File: config.mk
export PLATFORM = sky130hd
export DESIGN_NAME = positional_doubly_linked_list_flat
export DESIGN_NICKNAME = d
export VERILOG_FILES = /design/src/sv/pdll_pkg.sv /design/src/sv/pdll_req_if.sv /design/src/sv/pdll_rsp_if.sv /design/src/sv/positional_doubly_linked_list.sv /design/src/flat_wrapper.sv
export SDC_FILE = /design/constraint.sdc
export NUM_CORES = 1
export LEC_CHECK = 0
export BUFFER_PORTS_ARGS = -buffer_cell sky130_fd_sc_hd__buf_2
export CORE_MARGIN = 3
export CORE_UTILIZATION = 42
export DETAILED_ROUTE_END_ITERATION = 8
export SLEW_MARGIN = 20
export SYNTH_ARGS = -nofsm -noshare
export SYNTH_HDL_FRONTEND = slang
export SYNTH_SLANG_ARGS = --single-unit
export TNS_END_PERCENT = 100
File: constraint.sdc
create_clock -name clk -period 8 [get_ports clk]
set_clock_uncertainty 0.2 [all_clocks]
set_input_delay 1.6 -clock clk [delete_from_list [all_inputs] [get_ports clk]]
set_output_delay 1.6 -clock clk [all_outputs]
set_load 0.02 [all_outputs]
File: src/sv/pdll_pkg.sv
package pdll_pkg;

	localparam int DEPTH  = 16;
	localparam int DATA_W = 32;
	localparam int IDX_W  = $clog2(DEPTH);
	localparam int PTR_W  = $clog2(DEPTH + 1);
	localparam int OP_W   = 2;
	localparam int POS_W  = 5;
	localparam int STAT_W = 2;
	localparam int LEN_W  = 5;

	typedef logic [IDX_W-1:0]         idx_t;
	typedef logic [PTR_W-1:0]         ptr_t;
	typedef logic signed [DATA_W-1:0] word_t;

	localparam ptr_t NIL       = PTR_W'(DEPTH);
	localparam ptr_t DEPTH_PTR = PTR_W'(DEPTH);

	typedef enum logic [OP_W-1:0] {
		OP_INS_HEAD = 2'd0,
		OP_INS_TAIL = 2'd1,
		OP_INS_POS  = 2'd2,
		OP_DEL_POS  = 2'd3
	} op_t;

	typedef enum logic [STAT_W-1:0] {
		STAT_OK      = 2'd0,
		STAT_BAD_POS = 2'd1,
		STAT_FULL    = 2'd2
	} status_t;

	typedef enum logic [3:0] {
		S_IDLE,
		S_WALK,
		S_DEL_RD,
		S_DEL_WR,
		S_DEL_FIX,
		S_INS_RD,
		S_INS_WR1,
		S_INS_WR2,
		S_RESP
	} state_t;

endpackage

File: src/sv/pdll_req_if.sv
interface pdll_req_if;
	logic                                 valid;
	logic                                 ready;
	logic [pdll_pkg::OP_W-1:0]            op;
	logic [pdll_pkg::POS_W-1:0]           position;
	logic signed [31:0]                   value;

	modport source (output valid, output op, output position, output value, input ready);
	modport sink (input valid, input op, input position, input value, output ready);
endinterface

File: src/sv/pdll_rsp_if.sv
interface pdll_rsp_if;
	logic                         valid;
	logic                         ready;
	logic [pdll_pkg::STAT_W-1:0]  status;
	logic signed [31:0]           removed_value;
	logic [pdll_pkg::LEN_W-1:0]   list_length;
	logic signed [31:0]           head_value;
	logic signed [31:0]           tail_value;

	modport source (output valid, output status, output removed_value, output list_length,
		output head_value, output tail_value, input ready);
	modport sink (input valid, input status, input removed_value, input list_length,
		input head_value, input tail_value, output ready);
endinterface

File: src/sv/positional_doubly_linked_list.sv
// Bounded doubly linked list of 16 signed 32-bit words.
// req channel: one beat per request (op, position, value). Ops insert at the
// head, at the tail, before a one-based position (length+1 appends), or
// delete the node at a one-based position.
// rsp channel: exactly one beat per request with status (ok, bad position,
// pool full), the removed word, the new length and the head and tail words.
// Positional inserts (other than appends at position length+1) and deletes
// first walk the links: one next-link memory read per cycle, the read data
// feeding the next address. Head and tail inserts, appends and rejected
// requests skip the walk.
// One request is worked on at a time; the next request is taken the cycle
// after the response is loaded, even if that response still waits.
// A stalled rsp holds its beat; the block then waits with the next result
// until the beat is taken.
// Reset empties the list and refills the free-node stack at once; node
// memories are not cleared and need no clearing pass.
module positional_doubly_linked_list (
	input  logic              clk,
	input  logic              arst_n,
	pdll_req_if.sink          req,
	pdll_rsp_if.source        rsp
);

	pdll_pkg::state_t  state_q, state_d;

	// node memories, registered read
	pdll_pkg::word_t   val_mem [pdll_pkg::DEPTH];
	pdll_pkg::ptr_t    nxt_mem [pdll_pkg::DEPTH];
	pdll_pkg::ptr_t    prv_mem [pdll_pkg::DEPTH];

	pdll_pkg::word_t   val_rdata;
	pdll_pkg::ptr_t    nxt_rdata, prv_rdata;
	pdll_pkg::idx_t    val_raddr, nxt_raddr, prv_raddr;
	logic              val_we, nxt_we, prv_we;
	pdll_pkg::idx_t    val_waddr, nxt_waddr, prv_waddr;
	pdll_pkg::word_t   val_wdata;
	pdll_pkg::ptr_t    nxt_wdata, prv_wdata;

	pdll_pkg::idx_t    fs_q [pdll_pkg::DEPTH];

	pdll_pkg::ptr_t    head_q, tail_q, count_q;
	pdll_pkg::word_t   head_val_q, tail_val_q;

	pdll_pkg::op_t     op_q;
	pdll_pkg::word_t   val_q;
	pdll_pkg::idx_t    cnt_q;
	pdll_pkg::ptr_t    cur_q, at_q, p_q, q_q, before_q;
	pdll_pkg::idx_t    n_q;
	logic              first_q;
	pdll_pkg::status_t status_q;
	pdll_pkg::word_t   removed_q;

	logic              rsp_valid_q;
	pdll_pkg::status_t rsp_status_q;
	pdll_pkg::word_t   rsp_removed_q, rsp_head_q, rsp_tail_q;
	logic [pdll_pkg::LEN_W-1:0] rsp_len_q;

	pdll_pkg::ptr_t    cur_c, before_c;
	pdll_pkg::idx_t    pop_idx, push_idx;
	logic              req_fire, rsp_load;
	logic              del_bad, ins_bad, full, need_walk;
	logic [pdll_pkg::PTR_W:0] pos_ext, cnt_ext;

	assign cur_c    = first_q ? cur_q : nxt_rdata;
	assign before_c = (at_q == pdll_pkg::NIL) ? tail_q : prv_rdata;
	assign pop_idx  = pdll_pkg::IDX_W'(pdll_pkg::DEPTH_PTR - count_q - 1'b1);
	assign push_idx = pdll_pkg::IDX_W'(pdll_pkg::DEPTH_PTR - count_q);

	assign pos_ext   = (pdll_pkg::PTR_W + 1)'(req.position);
	assign cnt_ext   = (pdll_pkg::PTR_W + 1)'(count_q);
	assign del_bad   = (req.position == '0) || (pos_ext > cnt_ext);
	assign ins_bad   = (pdll_pkg::op_t'(req.op) == pdll_pkg::OP_INS_POS) &&
		((req.position == '0) || (pos_ext > cnt_ext + 1'b1));
	assign full      = (count_q == pdll_pkg::DEPTH_PTR);
	assign need_walk = (pdll_pkg::op_t'(req.op) == pdll_pkg::OP_INS_POS) && (pos_ext <= cnt_ext);

	assign req.ready = (state_q == pdll_pkg::S_IDLE);
	assign req_fire  = req.valid && req.ready;
	assign rsp_load  = (state_q == pdll_pkg::S_RESP) && (!rsp_valid_q || rsp.ready);

	always_ff @(posedge clk or negedge arst_n) begin
		if (!arst_n) begin
			state_q <= pdll_pkg::S_IDLE;
		end else begin
			state_q <= state_d;
		end
	end

	always_comb begin
		state_d   = state_q;
		val_raddr = at_q[pdll_pkg::IDX_W-1:0];
		nxt_raddr = at_q[pdll_pkg::IDX_W-1:0];
		prv_raddr = at_q[pdll_pkg::IDX_W-1:0];
		val_we    = 1'b0;
		nxt_we    = 1'b0;
		prv_we    = 1'b0;
		val_waddr = n_q;
		nxt_waddr = n_q;
		prv_waddr = n_q;
		val_wdata = val_q;
		nxt_wdata = at_q;
		prv_wdata = before_c;
		case (state_q)
			pdll_pkg::S_IDLE: begin
				if (req_fire) begin
					if (pdll_pkg::op_t'(req.op) == pdll_pkg::OP_DEL_POS) begin
						state_d = del_bad ? pdll_pkg::S_RESP : pdll_pkg::S_WALK;
					end else if (ins_bad || full) begin
						state_d = pdll_pkg::S_RESP;
					end else begin
						state_d = need_walk ? pdll_pkg::S_WALK : pdll_pkg::S_INS_RD;
					end
				end
			end
			pdll_pkg::S_WALK: begin
				// follow one next link per cycle
				nxt_raddr = cur_c[pdll_pkg::IDX_W-1:0];
				if (cnt_q == '0) begin
					state_d = (op_q == pdll_pkg::OP_DEL_POS) ? pdll_pkg::S_DEL_RD
						: pdll_pkg::S_INS_RD;
				end
			end
			pdll_pkg::S_DEL_RD: begin
				state_d = pdll_pkg::S_DEL_WR;
			end
			pdll_pkg::S_DEL_WR: begin
				// unlink: prev -> next and next -> prev
				val_raddr = (prv_rdata == pdll_pkg::NIL) ? nxt_rdata[pdll_pkg::IDX_W-1:0]
					: prv_rdata[pdll_pkg::IDX_W-1:0];
				nxt_we    = (prv_rdata != pdll_pkg::NIL);
				nxt_waddr = prv_rdata[pdll_pkg::IDX_W-1:0];
				nxt_wdata = nxt_rdata;
				prv_we    = (nxt_rdata != pdll_pkg::NIL);
				prv_waddr = nxt_rdata[pdll_pkg::IDX_W-1:0];
				prv_wdata = prv_rdata;
				state_d   = pdll_pkg::S_DEL_FIX;
			end
			pdll_pkg::S_DEL_FIX: begin
				state_d = pdll_pkg::S_RESP;
			end
			pdll_pkg::S_INS_RD: begin
				state_d = pdll_pkg::S_INS_WR1;
			end
			pdll_pkg::S_INS_WR1: begin
				val_we    = 1'b1;
				val_waddr = fs_q[pop_idx];
				nxt_we    = 1'b1;
				nxt_waddr = fs_q[pop_idx];
				nxt_wdata = at_q;
				prv_we    = 1'b1;
				prv_waddr = fs_q[pop_idx];
				prv_wdata = before_c;
				state_d   = pdll_pkg::S_INS_WR2;
			end
			pdll_pkg::S_INS_WR2: begin
				// hook the neighbors onto the new node
				nxt_we    = (before_q != pdll_pkg::NIL);
				nxt_waddr = before_q[pdll_pkg::IDX_W-1:0];
				nxt_wdata = pdll_pkg::PTR_W'(n_q);
				prv_we    = (at_q != pdll_pkg::NIL);
				prv_waddr = at_q[pdll_pkg::IDX_W-1:0];
				prv_wdata = pdll_pkg::PTR_W'(n_q);
				state_d   = pdll_pkg::S_RESP;
			end
			pdll_pkg::S_RESP: begin
				if (rsp_load) begin
					state_d = pdll_pkg::S_IDLE;
				end
			end
			default: begin
				state_d = pdll_pkg::S_IDLE;
			end
		endcase
	end

	always_ff @(posedge clk) begin
		if (val_we) begin
			val_mem[val_waddr] <= val_wdata;
		end
		val_rdata <= val_mem[val_raddr];
	end

	always_ff @(posedge clk) begin
		if (nxt_we) begin
			nxt_mem[nxt_waddr] <= nxt_wdata;
		end
		nxt_rdata <= nxt_mem[nxt_raddr];
	end

	always_ff @(posedge clk) begin
		if (prv_we) begin
			prv_mem[prv_waddr] <= prv_wdata;
		end
		prv_rdata <= prv_mem[prv_raddr];
	end

	// list control state
	always_ff @(posedge clk or negedge arst_n) begin
		if (!arst_n) begin
			for (int i = 0; i < pdll_pkg::DEPTH; i++) begin
				fs_q[i] <= pdll_pkg::IDX_W'(pdll_pkg::DEPTH - 1 - i);
			end
			head_q  <= pdll_pkg::NIL;
			tail_q  <= pdll_pkg::NIL;
			count_q <= '0;
		end else begin
			if (state_q == pdll_pkg::S_DEL_WR) begin
				if (prv_rdata == pdll_pkg::NIL) begin
					head_q <= nxt_rdata;
				end
				if (nxt_rdata == pdll_pkg::NIL) begin
					tail_q <= prv_rdata;
				end
				fs_q[push_idx] <= at_q[pdll_pkg::IDX_W-1:0];
				count_q        <= count_q - 1'b1;
			end
			if (state_q == pdll_pkg::S_INS_WR1) begin
				if (before_c == pdll_pkg::NIL) begin
					head_q <= pdll_pkg::PTR_W'(fs_q[pop_idx]);
				end
				if (at_q == pdll_pkg::NIL) begin
					tail_q <= pdll_pkg::PTR_W'(fs_q[pop_idx]);
				end
				count_q <= count_q + 1'b1;
			end
		end
	end

	// per-request working registers
	always_ff @(posedge clk) begin
		case (state_q)
			pdll_pkg::S_IDLE: begin
				if (req_fire) begin
					op_q      <= pdll_pkg::op_t'(req.op);
					val_q     <= req.value;
					cnt_q     <= pdll_pkg::IDX_W'(req.position - 1'b1);
					cur_q     <= head_q;
					first_q   <= 1'b1;
					removed_q <= '0;
					at_q      <= (pdll_pkg::op_t'(req.op) == pdll_pkg::OP_INS_HEAD) ? head_q
						: pdll_pkg::NIL;
					if (pdll_pkg::op_t'(req.op) == pdll_pkg::OP_DEL_POS) begin
						status_q <= del_bad ? pdll_pkg::STAT_BAD_POS : pdll_pkg::STAT_OK;
					end else if (ins_bad) begin
						status_q <= pdll_pkg::STAT_BAD_POS;
					end else if (full) begin
						status_q <= pdll_pkg::STAT_FULL;
					end else begin
						status_q <= pdll_pkg::STAT_OK;
					end
				end
			end
			pdll_pkg::S_WALK: begin
				first_q <= 1'b0;
				cnt_q   <= cnt_q - 1'b1;
				if (cnt_q == '0) begin
					at_q <= cur_c;
				end
			end
			pdll_pkg::S_DEL_WR: begin
				removed_q <= val_rdata;
				p_q       <= prv_rdata;
				q_q       <= nxt_rdata;
			end
			pdll_pkg::S_DEL_FIX: begin
				if (p_q == pdll_pkg::NIL) begin
					head_val_q <= val_rdata;
				end
				if (q_q == pdll_pkg::NIL) begin
					tail_val_q <= val_rdata;
				end
			end
			pdll_pkg::S_INS_WR1: begin
				n_q      <= fs_q[pop_idx];
				before_q <= before_c;
				if (before_c == pdll_pkg::NIL) begin
					head_val_q <= val_q;
				end
				if (at_q == pdll_pkg::NIL) begin
					tail_val_q <= val_q;
				end
			end
			default: begin
			end
		endcase
	end

	// response register
	always_ff @(posedge clk or negedge arst_n) begin
		if (!arst_n) begin
			rsp_valid_q <= 1'b0;
		end else if (rsp_load) begin
			rsp_valid_q <= 1'b1;
		end else if (rsp.ready) begin
			rsp_valid_q <= 1'b0;
		end
	end

	always_ff @(posedge clk) begin
		if (rsp_load) begin
			rsp_status_q  <= status_q;
			rsp_removed_q <= removed_q;
			rsp_len_q     <= pdll_pkg::LEN_W'(count_q);
			rsp_head_q    <= (count_q != '0) ? head_val_q : '0;
			rsp_tail_q    <= (count_q != '0) ? tail_val_q : '0;
		end
	end

	assign rsp.valid         = rsp_valid_q;
	assign rsp.status        = rsp_status_q;
	assign rsp.removed_value = rsp_removed_q;
	assign rsp.list_length   = rsp_len_q;
	assign rsp.head_value    = rsp_head_q;
	assign rsp.tail_value    = rsp_tail_q;

`ifndef SYNTHESIS
	a_count_bound: assert property (@(posedge clk) disable iff (!arst_n)
		count_q <= pdll_pkg::DEPTH_PTR)
		else $error("node count above pool depth");

	a_empty_ptrs: assert property (@(posedge clk) disable iff (!arst_n)
		(count_q == '0) |-> (head_q == pdll_pkg::NIL && tail_q == pdll_pkg::NIL))
		else $error("empty list with live head or tail");

	a_nonempty_ptrs: assert property (@(posedge clk) disable iff (!arst_n)
		(count_q != '0) |-> (head_q != pdll_pkg::NIL && tail_q != pdll_pkg::NIL))
		else $error("non-empty list with null head or tail");

	a_count_step: assert property (@(posedge clk) disable iff (!arst_n)
		(count_q != $past(count_q)) |-> ($past(state_q) == pdll_pkg::S_DEL_WR ||
		$past(state_q) == pdll_pkg::S_INS_WR1))
		else $error("node count changed outside a link update");
`endif

endmodule
File: src/flat_wrapper.sv
// flat-port wrapper written by rule: the top's interface ports become plain ports
module positional_doubly_linked_list_flat 
  (clk, arst_n, req_valid, req_op, req_position, req_value, req_ready, rsp_valid, rsp_status, rsp_removed_value, rsp_list_length, rsp_head_value, rsp_tail_value, rsp_ready);
  pdll_req_if req_i ();
  pdll_rsp_if rsp_i ();
  input  logic clk;
  input  logic arst_n;
  input wire logic [$bits(req_i.valid)-1:0] req_valid;
  input wire logic [$bits(req_i.op)-1:0] req_op;
  input wire logic [$bits(req_i.position)-1:0] req_position;
  input wire logic [$bits(req_i.value)-1:0] req_value;
  output wire logic [$bits(req_i.ready)-1:0] req_ready;
  output wire logic [$bits(rsp_i.valid)-1:0] rsp_valid;
  output wire logic [$bits(rsp_i.status)-1:0] rsp_status;
  output wire logic [$bits(rsp_i.removed_value)-1:0] rsp_removed_value;
  output wire logic [$bits(rsp_i.list_length)-1:0] rsp_list_length;
  output wire logic [$bits(rsp_i.head_value)-1:0] rsp_head_value;
  output wire logic [$bits(rsp_i.tail_value)-1:0] rsp_tail_value;
  input wire logic [$bits(rsp_i.ready)-1:0] rsp_ready;
  assign req_i.valid = req_valid;
  assign req_i.op = req_op;
  assign req_i.position = req_position;
  assign req_i.value = req_value;
  assign req_ready = req_i.ready;
  assign rsp_valid = rsp_i.valid;
  assign rsp_status = rsp_i.status;
  assign rsp_removed_value = rsp_i.removed_value;
  assign rsp_list_length = rsp_i.list_length;
  assign rsp_head_value = rsp_i.head_value;
  assign rsp_tail_value = rsp_i.tail_value;
  assign rsp_i.ready = rsp_ready;
  positional_doubly_linked_list u_core (.clk(clk), .arst_n(arst_n), .req(req_i), .rsp(rsp_i));
endmodule
==> impl.org <==
** Status
- The flow ran to the end, and the final reports show no timing, DRC or antenna violations.

** Logic synthesis
- The cell count after synthesis came out at around 2800.
- Share of synthesized registers carrying an async set or reset :: 0.07873
- After synthesis the netlist holds a flip-flop and latch count of about 1100.
- Sequential share of the synthesized area :: 0.7325
- The Yosys step of the flow raised 0 warnings.
- Number of flops mapped to enable cells by yosys :: between 900 and 1000
- Total nets after synthesis :: 2825
- Number of library cell types mapped by synthesis :: a little over 80
- Synth Area per Inst :: around 15 um2
- Most frequently used flop master after synthesis :: edfxtp_1
- The cell area that synthesis handed to floorplanning was roughly 43000 um2.

** Timing
- Setup violations remaining at the end of the flow were counted as 0.
- Highest attainable clock frequency :: 0.2039 GHz
- Fin worst setup slack :: around 3.1 ns
- Final hold analysis gives a worst-case slack of ~0.22 ns.
- Worst slew pin tran :: ~1.1 ns
- Post-route minimum period :: just under 5 ns
- Of the available clock period, the critical path in the final layout requires 0.6129.
- RSZ-0062 raised after global routing :: no
- The count of endpoints failing hold in the final timing report was 0.
- Headroom to the max-slew limit came out at 0.2693.
- Setup total negative slack :: 0 ns
- Max-slew violations :: 0

** Route
- Routed via count :: between 20000 and 25000
- 1st-pass router iterations :: 6
- After detailed routing, the total wire length is about 100 mm.
- Using the TritonRoute via totals, the vias-per-cell ratio works out to 5.603.
- In the routed design, unresolved DRC markers number 0.
- Once detail routing completed, the nets flagged for antenna violations numbered 0.
- In the final routed layout, each cell accounts on average for around 24 um.
- The first routing iteration left approximately 2100 violations.

** Worst setup path
- Critical Path Fanout Max :: 43
- In this run the critical register-to-register path is captured at u_core.prv_mem[14][4].
- For the worst flop-to-flop path, the logic depth is 9.
- CP Launch Type :: flop
- Broken down by cell family, the worst path's largest delay share belongs to simple AND/OR/NAND/NOR gates.
- Slowest CP cell :: nor4b_1
- Combined buffer and inverter count along the critical path :: 2
- The worst register-to-register path begins at u_core.count_q[0].
- Worst endpoint required time :: 8.09 ns
- Arrival time at the worst endpoint :: approximately 5 ns
- Walking the worst path, the cells encountered are buf_4 -> inv_1 -> ha_1 -> o21ba_2 -> a22oi_1 -> or3b_1 -> mux2i_1 -> nor2_1 -> nor4b_1.
- The critical path is of the reg2reg type.
- Internal reg-to-reg setup slack :: between 3 and 4 ns
- The worst setup path is captured at a flop.
- Stage delay of the slowest cell on the critical path :: between 0.9 and 1 ns

** Clocking
- Post-cts gate resize count :: 0
- The H-tree was split into 3 levels.
- TritonCTS clock tree :: built
- The later pin in the worst-skew pair is clocked with a latency of between 0.6 and 0.7 ns.
- Clock transition at path regs :: about 0.060 ns
- CTS root buf :: clkbuf_16
- Clock buffer depth :: 3
- Clock tree synthesis found a total of 1067 sinks.
- Number of buffers inserted by hold repair at cts :: 0
- Post-CTS setup repair buffer count :: 0
- Inserted Clock Buffers :: 110

** Die
- I/O pin count :: 148
- Area of the die :: approximately 110000 um2
- Initial core utilization :: 0.4247
- Measured along the x axis, the die boundary spans approximately 320 um.
- Die H :: ~320 um
- Number of placement rows :: roughly 120
- Core Box Area :: 100300 um2

** Worst hold path
- Hold Crit Endpoint :: u_core.rsp.removed_value[4]
- Worst hold path type :: reg2reg
- Along the worst hold path, the cell count comes to 0.
- Launch instance of the worst min-delay path :: u_core.removed_q[4]

** Power and ir drop
- Leakage power :: around 0.017 uW
- Worst VDD drop :: approximately 0.23 mV
- In this run the power density over the cells is approximately 350 nW/um2.

** Global routing
- For this run the aggregate overflow at the end of global routing stands at 0.
- The first global-routing pass estimated 155.1 mm of wire.
- The global routing stage identified its most utilized layer as met2.
- Pin count of the biggest net entering global routing :: 189
- Vias in the first global route :: 24811
- For this run, the total global-route usage over all layers was measured as 0.1921.
- Met1 usage :: 0.2505
- For this run, global-route usage on met2 was measured as 0.3216.
- For this run, global-route usage on met3 was measured as 0.03179.
- The number of antenna violations at the first check in global routing is 4.

** Placed design
- Final weighted congestion in routability-driven placement :: about 0.85
- The wire-length estimate of the detail-placed layout is 60.40 mm.
- In this run the cell area measured after placement is between 40000 and 50000 um2.
- Before CTS, the worst setup slack after placement is around 3.1 ns.
- Count of buffers inserted at the top-level ports :: 147

** Finish
- Diode count :: 0
- Total non-filler cell area in the finished layout :: ~49000 um2
- Relative to the synthesized area, the layout overhead comes to 14.04%.
- Leading cell types in the layout, fill and taps excluded :: 937 x edfxtp_1, 330 x nand2_1, 167 x and3_1
- # nets final :: 2951
- Leaving out fill and tap cells, the most frequent cell in the layout is edfxtp_1.
- Layout cell share with drive strength beyond 1 :: 0.1950

** Run
- Across the run, the number of max-cap violations was 0.
[per-stage QoR]
stage | utilization | instances | power (uW)
after floorplan | - | 2761 | 10390
after global placement | 0.4474 | 4132 | 11760
after detailed placement | 0.4475 | 4132 | 11900
after CTS | 0.4841 | 4342 | 17040
after global routing | 0.4843 | 4342 | 17680
final | 0.4843 | 4342 | 16910
[logic make-up (layout without fill, tap and decap cells)]
group                      Yosys count  in the layout  synth area share
AOI/OAI and AO/OA                  447            447           0.07902
DFF                               1067           1067            0.7325
adders and majority gates           21             21          0.006345
buffers and inverters              213            437           0.02074
and+or+nand+nor                    805            805           0.09497
muxes                              196            196           0.06392
xor gates and xnor gates            12             12          0.002467
[registers in the layout (all words and copies together), names as in the netlist, 32 cells and up]
name and flops:
u_core.fs_q 64, u_core.val_q 32, u_core.rsp.tail_value 32, u_core.nxt_mem 80, u_core.rsp.head_value 32, u_core.removed_q 32
u_core.tail_val_q 32, u_core.head_val_q 32, u_core.val_mem 512, u_core.rsp.removed_value 32, u_core.val_rdata 32, u_core.prv_mem 80
[power by group]
group | leakage, uW | internal, uW | switching [uW] | total, uW
Sequential | 0.00989 | 6960 | 459 | 7410
Clock | 0.00180 | 3040 | 2100 | 5140
Combinational | 0.00550 | 1490 | 2870 | 4360
[worst max-delay path by stage]
stage                      startpoint                       end  slack [ns]  cells past startpoint
finish              u_core.count_q[0]     u_core.prv_mem[14][4]        3.10                      9
global route        u_core.count_q[0]     u_core.prv_mem[14][3]        2.81                      9
CTS                 u_core.count_q[0]     u_core.prv_mem[14][3]        3.09                      9
detailed placement  u_core.count_q[0]     u_core.prv_mem[14][3]        3.14                      9
global placement    u_core.count_q[0]     u_core.prv_mem[14][0]        3.28                      9
floorplan                   rsp_ready  u_core.rsp.head_value[0]        0.58                      2
[cell usage after synthesis (36+ instances only)]
| cell | n | share of area |
|---|---|---|
| a211oi_1 | 131 | 0.023 |
| a21oi_1 | 36 | 0.0042 |
| a31oi_1 | 40 | 0.0059 |
| and2_1 | 37 | 0.0054 |
| and3_1 | 169 | 0.025 |
| buf_2 | 40 | 0.0047 |
| clkbuf_1 | 126 | 0.011 |
| dfrtp_1 | 50 | 0.029 |
| dfxtp_1 | 46 | 0.022 |
| edfxtp_1 | 937 | 0.66 |
| mux2_2 | 77 | 0.020 |
| mux2i_1 | 61 | 0.014 |
| mux4_2 | 51 | 0.027 |
| nand2_1 | 333 | 0.029 |
| nand3_1 | 42 | 0.0049 |
| nor2_1 | 51 | 0.0045 |
| nor2b_1 | 75 | 0.011 |
| nor3_1 | 43 | 0.0051 |
| o31ai_1 | 37 | 0.0065 |
[layer usage]
metal | wire length [um] | share of wire
met5 | 0 | 0
met4 | 3980 | 0.039
met3 | 5989 | 0.058
met2 | 50340 | 0.49
met1 | 42830 | 0.42
[area by class of cell]
type,instances,area (um2)
clock buffers,144,2962
clock inverters,66,711.9
fillers,8417,51720
inverters,29,108.9
multi-input cells,1481,10720
flip-flops and latches,1067,31200
well taps,1357,1698
repair buffers,198,1166
No activity file was read; power rests on OpenSTA's default activity.
